<file path="src/rtl/sdf_pkg.sv">
`timescale 1ns / 1ps
// ----------------------------------------------------------------------------
// sdf_pkg
// Shared sizes for the stream distinct filter and its checker.
// ----------------------------------------------------------------------------
package sdf_pkg;

   localparam int STORE_DEPTH = 128;
   localparam int VALUE_WIDTH = 32;

   localparam int SAMPLE_W = 32;
   localparam int COUNT_W  = 8;
   localparam int ADDR_W   = (STORE_DEPTH > 1) ? $clog2(STORE_DEPTH) : 1;
   localparam int CNT_W    = $clog2(STORE_DEPTH + 1);

   // rsp_tdata: echo_value, distinct_count
   localparam int RSP_DATA_W = SAMPLE_W + COUNT_W;

   // rsp_tuser bit positions
   localparam int USER_KEEP     = 0;
   localparam int USER_OVERFLOW = 1;

endpackage

</file>
<file path="src/rtl/sdf_ram.sv">
`timescale 1ns / 1ps
// ----------------------------------------------------------------------------
// sdf_ram
// Simple dual-port RAM, one write port, one read port with registered data.
// ----------------------------------------------------------------------------
module sdf_ram #(
   parameter int WIDTH = 32,
   parameter int DEPTH = 128
) (
   input  logic                                      clock,
   input  logic                                      wr_en,
   input  logic [((DEPTH > 1) ? $clog2(DEPTH) : 1)-1:0] wr_addr,
   input  logic [WIDTH-1:0]                          wr_data,
   input  logic [((DEPTH > 1) ? $clog2(DEPTH) : 1)-1:0] rd_addr,
   output logic [WIDTH-1:0]                          rd_data
);

   logic [WIDTH-1:0] mem_ff [DEPTH];
   logic [WIDTH-1:0] rd_data_ff;

   always_ff @(posedge clock) begin
      if (wr_en) begin
         mem_ff[wr_addr] <= wr_data;
      end
      rd_data_ff <= mem_ff[rd_addr];
   end

   assign rd_data = rd_data_ff;

endmodule

</file>
<file path="src/rtl/stream_distinct_filter_unit.sv">
`timescale 1ns / 1ps
// ----------------------------------------------------------------------------
// stream_distinct_filter_unit
// Duplicate removal keeping the first occurrence of each value in an array, up to 128 distinct values.
// ----------------------------------------------------------------------------
// Usage:
//   req_* carries one array element per request: req_tdata is the sample,
//   req_tlast marks the last element of the array.
//   rsp_* returns one result per request: rsp_tdata holds the echoed value
//   and the distinct count, rsp_tuser the keep and overflow flags, rsp_tlast
//   the copy of req_tlast.
//   Each request is compared against the stored distinct values one entry
//   per cycle through the single read port of the store RAM, feeding one
//   shared comparator. The scan covers the distinct values stored so far;
//   a hit ends it early. req_tready stays low from acceptance until the
//   result is moved into the result register, so a new request is only
//   accepted once the previous one is through.
//   The result register frees the input side: a new request is accepted
//   while the previous result still waits. If the receiver stalls, the next
//   result waits inside until the register is free.
//   Reset clears the count and the control state; the store needs no clear
//   since only entries below the count are ever compared.
//   After a request with req_tlast set the count restarts at zero.
// ----------------------------------------------------------------------------
module stream_distinct_filter_unit
   import sdf_pkg::*;
(
   input  logic                  clock,
   input  logic                  reset,
   input  logic                  req_tvalid,
   output logic                  req_tready,
   input  logic [SAMPLE_W-1:0]   req_tdata,  // [31:0] sample_value
   input  logic                  req_tlast,  // end_of_array
   output logic                  rsp_tvalid,
   input  logic                  rsp_tready,
   output logic [RSP_DATA_W-1:0] rsp_tdata,  // [31:0] echo_value, [39:32] distinct_count
   output logic [1:0]            rsp_tuser,  // [0] keep, [1] store_overflow
   output logic                  rsp_tlast   // last_flag
);

   typedef enum logic [3:0] {
      ST_IDLE   = 4'b0001,
      ST_SCAN   = 4'b0010,
      ST_DECIDE = 4'b0100,
      ST_DONE   = 4'b1000
   } sdf_state_type;

   localparam logic [CNT_W-1:0] FULL_COUNT = CNT_W'(STORE_DEPTH);

   sdf_state_type state_ff, state_in;

   logic [SAMPLE_W-1:0]    sample_ff, sample_in;
   logic                   last_ff, last_in;
   logic [CNT_W-1:0]       count_ff, count_in;
   logic [CNT_W-1:0]       idx_ff, idx_in;
   logic                   cmp_valid_ff, cmp_valid_in;
   logic                   found_ff, found_in;
   logic                   keep_ff, keep_in;
   logic                   ovf_ff, ovf_in;

   logic                   out_valid_ff, out_valid_in;
   logic [SAMPLE_W-1:0]    out_value_ff, out_value_in;
   logic [COUNT_W-1:0]     out_count_ff, out_count_in;
   logic                   out_keep_ff, out_keep_in;
   logic                   out_ovf_ff, out_ovf_in;
   logic                   out_last_ff, out_last_in;

   logic [63:0]            sample_wide;
   logic [63:0]            count_wide;
   logic [VALUE_WIDTH-1:0] key;
   logic [VALUE_WIDTH-1:0] rd_data;
   logic                   ram_wr_en;
   logic                   hit;
   logic                   out_free;

   assign sample_wide = 64'(sample_ff);
   assign key         = sample_wide[VALUE_WIDTH-1:0];
   assign count_wide  = 64'(count_ff);
   assign hit         = cmp_valid_ff && (rd_data == key);
   assign out_free    = !out_valid_ff || rsp_tready;
   assign req_tready  = (state_ff == ST_IDLE);
   assign ram_wr_en   = (state_ff == ST_DECIDE) && !found_ff && (count_ff < FULL_COUNT);

   sdf_ram #(
      .WIDTH (VALUE_WIDTH),
      .DEPTH (STORE_DEPTH)
   ) u_store (
      .clock   (clock),
      .wr_en   (ram_wr_en),
      .wr_addr (count_ff[ADDR_W-1:0]),
      .wr_data (key),
      .rd_addr (idx_ff[ADDR_W-1:0]),
      .rd_data (rd_data)
   );

   always_comb begin
      state_in     = state_ff;
      sample_in    = sample_ff;
      last_in      = last_ff;
      count_in     = count_ff;
      idx_in       = idx_ff;
      cmp_valid_in = 1'b0;
      found_in     = found_ff;
      keep_in      = keep_ff;
      ovf_in       = ovf_ff;
      out_valid_in = out_valid_ff && !rsp_tready;
      out_value_in = out_value_ff;
      out_count_in = out_count_ff;
      out_keep_in  = out_keep_ff;
      out_ovf_in   = out_ovf_ff;
      out_last_in  = out_last_ff;

      unique case (state_ff)
         ST_IDLE: begin
            if (req_tvalid) begin
               sample_in = req_tdata;
               last_in   = req_tlast;
               idx_in    = '0;
               found_in  = 1'b0;
               state_in  = ST_SCAN;
            end
         end
         ST_SCAN: begin
            // read of entry idx is issued here, compared in the following cycle
            if (hit) begin
               found_in = 1'b1;
               state_in = ST_DECIDE;
            end else if (idx_ff < count_ff) begin
               idx_in       = idx_ff + 1'b1;
               cmp_valid_in = 1'b1;
            end else if (!cmp_valid_ff) begin
               state_in = ST_DECIDE;
            end
         end
         ST_DECIDE: begin
            keep_in = 1'b0;
            ovf_in  = 1'b0;
            if (!found_ff) begin
               if (count_ff < FULL_COUNT) begin
                  count_in = count_ff + 1'b1;
                  keep_in  = 1'b1;
               end else begin
                  ovf_in = 1'b1;
               end
            end
            state_in = ST_DONE;
         end
         ST_DONE: begin
            if (out_free) begin
               out_valid_in = 1'b1;
               out_value_in = sample_ff;
               out_count_in = count_wide[COUNT_W-1:0];
               out_keep_in  = keep_ff;
               out_ovf_in   = ovf_ff;
               out_last_in  = last_ff;
               if (last_ff) begin
                  count_in = '0;
               end
               state_in = ST_IDLE;
            end
         end
         default: begin
            state_in = ST_IDLE;
         end
      endcase
   end

   always_ff @(posedge clock) begin
      if (reset) begin
         state_ff     <= ST_IDLE;
         count_ff     <= '0;
         cmp_valid_ff <= 1'b0;
         out_valid_ff <= 1'b0;
      end else begin
         state_ff     <= state_in;
         count_ff     <= count_in;
         cmp_valid_ff <= cmp_valid_in;
         out_valid_ff <= out_valid_in;
      end
   end

   always_ff @(posedge clock) begin
      sample_ff    <= sample_in;
      last_ff      <= last_in;
      idx_ff       <= idx_in;
      found_ff     <= found_in;
      keep_ff      <= keep_in;
      ovf_ff       <= ovf_in;
      out_value_ff <= out_value_in;
      out_count_ff <= out_count_in;
      out_keep_ff  <= out_keep_in;
      out_ovf_ff   <= out_ovf_in;
      out_last_ff  <= out_last_in;
   end

   assign rsp_tvalid = out_valid_ff;
   assign rsp_tdata  = {out_count_ff, out_value_ff};
   assign rsp_tuser  = {out_ovf_ff, out_keep_ff};
   assign rsp_tlast  = out_last_ff;

endmodule

</file>
<file path="config.mk">
export PLATFORM = sky130hd
export DESIGN_NAME = stream_distinct_filter_unit
export DESIGN_NICKNAME = d
export VERILOG_FILES = /design/src/rtl/sdf_pkg.sv /design/src/rtl/sdf_ram.sv /design/src/rtl/stream_distinct_filter_unit.sv
export SDC_FILE = /design/constraint.sdc
export NUM_CORES = 2
export LEC_CHECK = 0
export BUFFER_PORTS_ARGS = -buffer_cell sky130_fd_sc_hd__buf_2
export CORE_UTILIZATION = 45
export DETAILED_ROUTE_END_ITERATION = 10
export GPL_TIMING_DRIVEN = 0
export HOLD_SLACK_MARGIN = 0.12
export PLACE_DENSITY = 0.7
export REMOVE_ABC_BUFFERS = 1
export SLEW_MARGIN = 5
export SYNTH_ARGS = -nofsm -noshare
export SYNTH_HDL_FRONTEND = slang
export SYNTH_HIERARCHICAL = 1
export SYNTH_SLANG_ARGS = --single-unit
</file>
<file path="constraint.sdc">
create_clock -name clock -period 6.96 [get_ports clock]
set_clock_uncertainty 0.05 [all_clocks]
set_input_delay 1.044 -clock clock [delete_from_list [all_inputs] [get_ports clock]]
set_output_delay 1.044 -clock clock [all_outputs]
set_load 0.01 [all_outputs]
</file>
==> run_summary.xml <==
<?xml version="1.0" encoding="UTF-8"?>
<metrics>
  <group name="run_status">
    <metric name="status" unit="">complete, no violations</metric>
  </group>
  <group name="final_layout">
    <metric name="register_area" unit="mm^2">0.1265</metric>
    <metric name="n_fill_cell" unit="">24240</metric>
    <metric name="most-common-layout-cells" unit="">edfxtp_1 (4183), mux4_2 (1344), clkbuf_16 (409), buf_16 (383), buf_12 (123)</metric>
    <metric name="final_common_cell" unit="">edfxtp_1</metric>
    <metric name="multiInputGateArea" unit="mm^2">0.03346</metric>
    <metric name="final_cells" unit="">12090</metric>
    <metric name="ratio_of_cells_with_drive_above_1_in_the_final_layout" unit="%">37.51</metric>
    <metric name="final_nets" unit="">7055</metric>
    <metric name="area_growth_syn_to_layout" unit="%">20.66</metric>
  </group>
  <group name="critical_path">
    <metric name="crit_slowest_cell" unit="">nand3_2</metric>
    <metric name="worst_setup_path_startpoint" unit="">state_ff[3]$_SDFFE_PP0P_</metric>
    <metric name="r2r-end" unit="">u_store/mem_ff[46][7]$_DFFE_PP_</metric>
    <metric name="cp_num_buf_inv" unit="">2</metric>
    <metric name="regToRegSetupSlack" unit="ns">1.79</metric>
    <metric name="cp_top_family" unit="">simple AND/OR/NAND/NOR gates</metric>
    <metric name="ff2ff_path_depth" unit="">7</metric>
    <metric name="worstPathMaxFanout" unit="">13</metric>
    <metric name="worst_path_largest_cell_delay" unit="ns">1.08</metric>
    <metric name="crit_top_cell" unit="">buf_16</metric>
    <metric name="worstSetupPathType" unit="">reg -&gt; reg</metric>
    <metric name="crit_chain" unit="">or4b_4 -&gt; nor3_2 -&gt; nor2b_1 -&gt; nand3_2 -&gt; nor2_4 -&gt; buf_16 -&gt; buf_16</metric>
    <metric name="worst_setup_ep_type" unit="">flop</metric>
    <metric name="arrival_time_of_data_at_the_critical_path_endpoint" unit="ns">5.80</metric>
    <metric name="timing.critical_path.required" unit="ns">7.59</metric>
    <metric name="rr_startpoint" unit="">state_ff[3]$_SDFFE_PP0P_</metric>
    <metric name="setup.worst_path.start_class" unit="">flop</metric>
  </group>
  <group name="synth">
    <metric name="synthesis.area_per_instance" unit="um^2">25.61</metric>
    <metric name="synthesis_stage_register_bit_count" unit="">4229</metric>
    <metric name="synth_seq_area_share" unit="%">78.89</metric>
    <metric name="synth_top_cells_by_area" unit="">edfxtp_1 (78%), mux4_2 (19%), dfxtp_1 (0.57%), clkbuf_1 (0.43%), nor2_1 (0.33%)</metric>
    <metric name="netlist.top_cell.by_area" unit="">edfxtp_1</metric>
    <metric name="syn-instance-count" unit="">6263</metric>
    <metric name="synth_warnings" unit="">6</metric>
    <metric name="post-synth-top-area-fraction" unit="%">78.31</metric>
    <metric name="flip_flop_cell_with_the_highest_count_after_synthesis" unit="">edfxtp_1</metric>
    <metric name="synthArstFlopShare" unit="%">0</metric>
    <metric name="yosysUniqueCellTypes" unit="">50</metric>
    <metric name="syn-cell-area" unit="mm^2">0.1604</metric>
    <metric name="count_of_flip_flops_with_a_built_in_enable_after_synthesis" unit="">4183</metric>
  </group>
  <group name="placement">
    <metric name="io_port_bufs" unit="">81</metric>
    <metric name="routability_congestion" unit="">0.7919</metric>
    <metric name="place_inst" unit="">11330</metric>
    <metric name="pre_cts_ws" unit="ns">2.000</metric>
    <metric name="detailed_place_hpwl" unit="mm">274.6</metric>
  </group>
  <group name="power">
    <metric name="combPwrFrac" unit="%">14.8</metric>
    <metric name="cellInternalPower" unit="mW">45.52</metric>
    <metric name="power_frac_clock" unit="%">37.2</metric>
    <metric name="net-switching-power" unit="mW">14.56</metric>
    <metric name="p_leak" unit="nW">59.90</metric>
    <metric name="peakVddDrop" unit="uV">241.1</metric>
    <metric name="power.density" unit="mW/mm^2">310.5</metric>
    <metric name="netSwitchingFraction" unit="%">24.24</metric>
    <metric name="sequentialPowerShare" unit="%">48.1</metric>
  </group>
  <group name="global_routing">
    <metric name="grt-ovfl-total" unit="">0</metric>
    <metric name="grt_first_pass_wirelength" unit="mm">626.8</metric>
    <metric name="number_of_global_route_vias_before_repair" unit="">79820</metric>
    <metric name="largest_net_degree_at_the_start_of_global_routing" unit="">36</metric>
    <metric name="globalRouteTotalUtil" unit="%">25.10</metric>
    <metric name="grt_antenna_before_repair" unit="">65</metric>
  </group>
  <group name="drt">
    <metric name="route.final.wire_length" unit="mm">451.6</metric>
    <metric name="drt_drc_violations_left" unit="">0</metric>
    <metric name="via_count" unit="">78440</metric>
    <metric name="drt_first_iter_violations" unit="">11990</metric>
    <metric name="detail_route.first_pass.iterations" unit="">11</metric>
    <metric name="detail-route-antenna-nets" unit="">0</metric>
    <metric name="route.detailed.vias_per_inst" unit="">6.486</metric>
    <metric name="detail_route.wl_per_cell" unit="um">37.34</metric>
  </group>
  <group name="clock_network">
    <metric name="path_clk_slew" unit="ns">0.07</metric>
    <metric name="post_cts_buffers" unit="">0</metric>
    <metric name="clock_latency" unit="ns">0.99</metric>
    <metric name="cts_tree" unit="">done</metric>
    <metric name="tritoncts_num_sinks" unit="">4229</metric>
    <metric name="clk_root_buffer_cell" unit="">clkbuf_16</metric>
    <metric name="cts_hold_buffers" unit="">0</metric>
    <metric name="cts_resized" unit="">0</metric>
    <metric name="tritoncts.num_buffers" unit="">406</metric>
    <metric name="clk_path_buf_depth" unit="">4</metric>
    <metric name="cts_max_level" unit="">5</metric>
  </group>
  <group name="timing">
    <metric name="clock.fmax" unit="MHz">193.3</metric>
    <metric name="accumulated_negative_setup_slack" unit="ns">0</metric>
    <metric name="layout_min_cycle_time" unit="ns">5.172</metric>
    <metric name="max-slew-margin-rel" unit="%">14.86</metric>
    <metric name="slew_viol_final" unit="">0</metric>
    <metric name="final_period_utilization" unit="%">74.31</metric>
    <metric name="tightestPinTransition" unit="ns">1.259</metric>
    <metric name="grt_setup_unrepaired" unit="">no</metric>
    <metric name="postLayoutSetupSlackWorst" unit="ns">1.788</metric>
    <metric name="hold_viol" unit="">0</metric>
    <metric name="final-setup-viol-count" unit="">0</metric>
  </group>
  <group name="die">
    <metric name="floorplan.initialDensity" unit="%">45.34</metric>
    <metric name="die_h" unit="um">599.0</metric>
    <metric name="die-area" unit="mm^2">0.3588</metric>
    <metric name="num_io_pins" unit="">82</metric>
    <metric name="fp.dieW" unit="um">599.0</metric>
    <metric name="coreArea" unit="mm^2">0.3538</metric>
    <metric name="placement_rows" unit="">218</metric>
  </group>
  <group name="hold_path">
    <metric name="timing.hold.worst.start" unit="">req_tdata[31]</metric>
    <metric name="timing.hold.worst_endpoint" unit="">key[31]$_DFFE_PP_</metric>
    <metric name="hold-path-cell-count" unit="">1</metric>
    <metric name="hold_class" unit="">in -&gt; reg</metric>
  </group>
  <group name="run">
    <metric name="max_cap_viol_count" unit="">0</metric>
  </group>
</metrics>
cell usage after synthesis, types with 2 or more instances:
library cell and n:
a21o_1 2, a21oi_1 9, a31o_1 2, a31o_2 2, buf_1 51, buf_2 80
buf_4 5, buf_6 2, clkbuf_1 182, dfxtp_1 46, edfxtp_1 4183, ha_1 9
inv_1 10, mux2_2 32, mux4_2 1344, nand2_1 22, nand2b_1 5, nand3_1 18
nand4_1 9, nor2_1 143, nor2b_1 9, nor3_1 15, nor4_1 14, nor4b_1 2
o21ai_0 3, xnor2_1 10, xor2_1 31
worst register-to-register path, delay by kind of cell (launching register included):
kind | cells | cell delay, ns
buffers and inverters | 2 | 0.43
DFF | 1 | 0.38
and+or+nand+nor | 5 | 4.02
cell type report:
cell class | instances | share of cell area (%)
clock buffer | 484 | 5.434
multi-input combinational | 1703 | 17.29
timing repair buffer | 658 | 7.352
antenna | 14 | 0.01810
inverter | 11 | 0.02392
sequential | 4229 | 65.38
clock inverter | 265 | 1.442
tap | 4730 | 3.058
state kept, by name (all words and copies together) (netlist names):
name / flops
cmp_valid_ff: 1
count_ff: 8
found_ff: 1
idx_ff: 8
keep_ff: 1
key: 32
last_ff: 1
out_count_ff: 8
out_keep_ff: 1
out_ovf_ff: 1
out_value_ff: 32
ovf_ff: 1
rsp_tlast: 1
rsp_tvalid: 1
state_ff: 4
u_store/mem_ff: 4096
u_store/rd_data: 32
worst max path at each step:
stage | depth (start not counted) | to | slack, ns
after floorplan | 4 | u_store/rd_data[0]$_DFF_P_ | -34.65
after global placement | 4 | u_store/rd_data[26]$_DFF_P_ | -53.30
after detailed placement | 6 | u_store/mem_ff[38][6]$_DFFE_PP_ | 2.00
after CTS | 6 | u_store/mem_ff[6][0]$_DFFE_PP_ | 1.74
after global routing | 13 | u_store/rd_data[18]$_DFF_P_ | 1.90
final | 7 | u_store/mem_ff[46][7]$_DFFE_PP_ | 1.79
metal layers:
layer	wire length, um	share of wire [%]	GRT usage (%)	vias to the layer above
met3	56150	12	6.097	1280
met5	271	0.060	0	-
met1	155700	34	33.06	41610
li1	-	-	-	29070
met4	23930	5.3	11.41	34
met2	215600	48	39.87	6450
logic make-up (layout without fill, tap and decap cells):
family	Yosys count	in the layout	synth area share [%]
DFF	4229	4229	78.89
muxes	1378	1378	19.11
buffers and inverters	331	1418	0.8612
and+or+nand+nor	250	250	0.7309
xor gates and xnor gates	41	41	0.2239
AOI/OAI and AO/OA	25	25	0.1131
adders and majority gates	9	9	0.07021
other	0	14	0
power groups by stage:
| stage | clock network, mW | registers, mW | logic (mW) |
|---|---|---|---|
| after global placement | 0 | 31.2 | 8.45 |
| after global routing | 23.4 | 28.9 | 9.08 |
| after CTS | 22.5 | 28.9 | 8.74 |
| final | 22.3 | 28.9 | 8.87 |
| after detailed placement | 0 | 29.4 | 8.53 |
| after floorplan | 0 | 30.5 | 7.60 |
through the flow:
stage	total power [mW]	utilization (%)	hold slack, ns	cell area, um^2
floorplan	38.06	-	0.3503	159100
global placement	39.69	46.75	0.3605	165400
detailed placement	37.93	50.93	0.3694	180200
CTS	60.12	54.69	0.1210	193500
global route	61.32	54.69	0.1669	193500
finish	60.08	54.70	0.1771	193500
(Power assumes the default switching activity.)
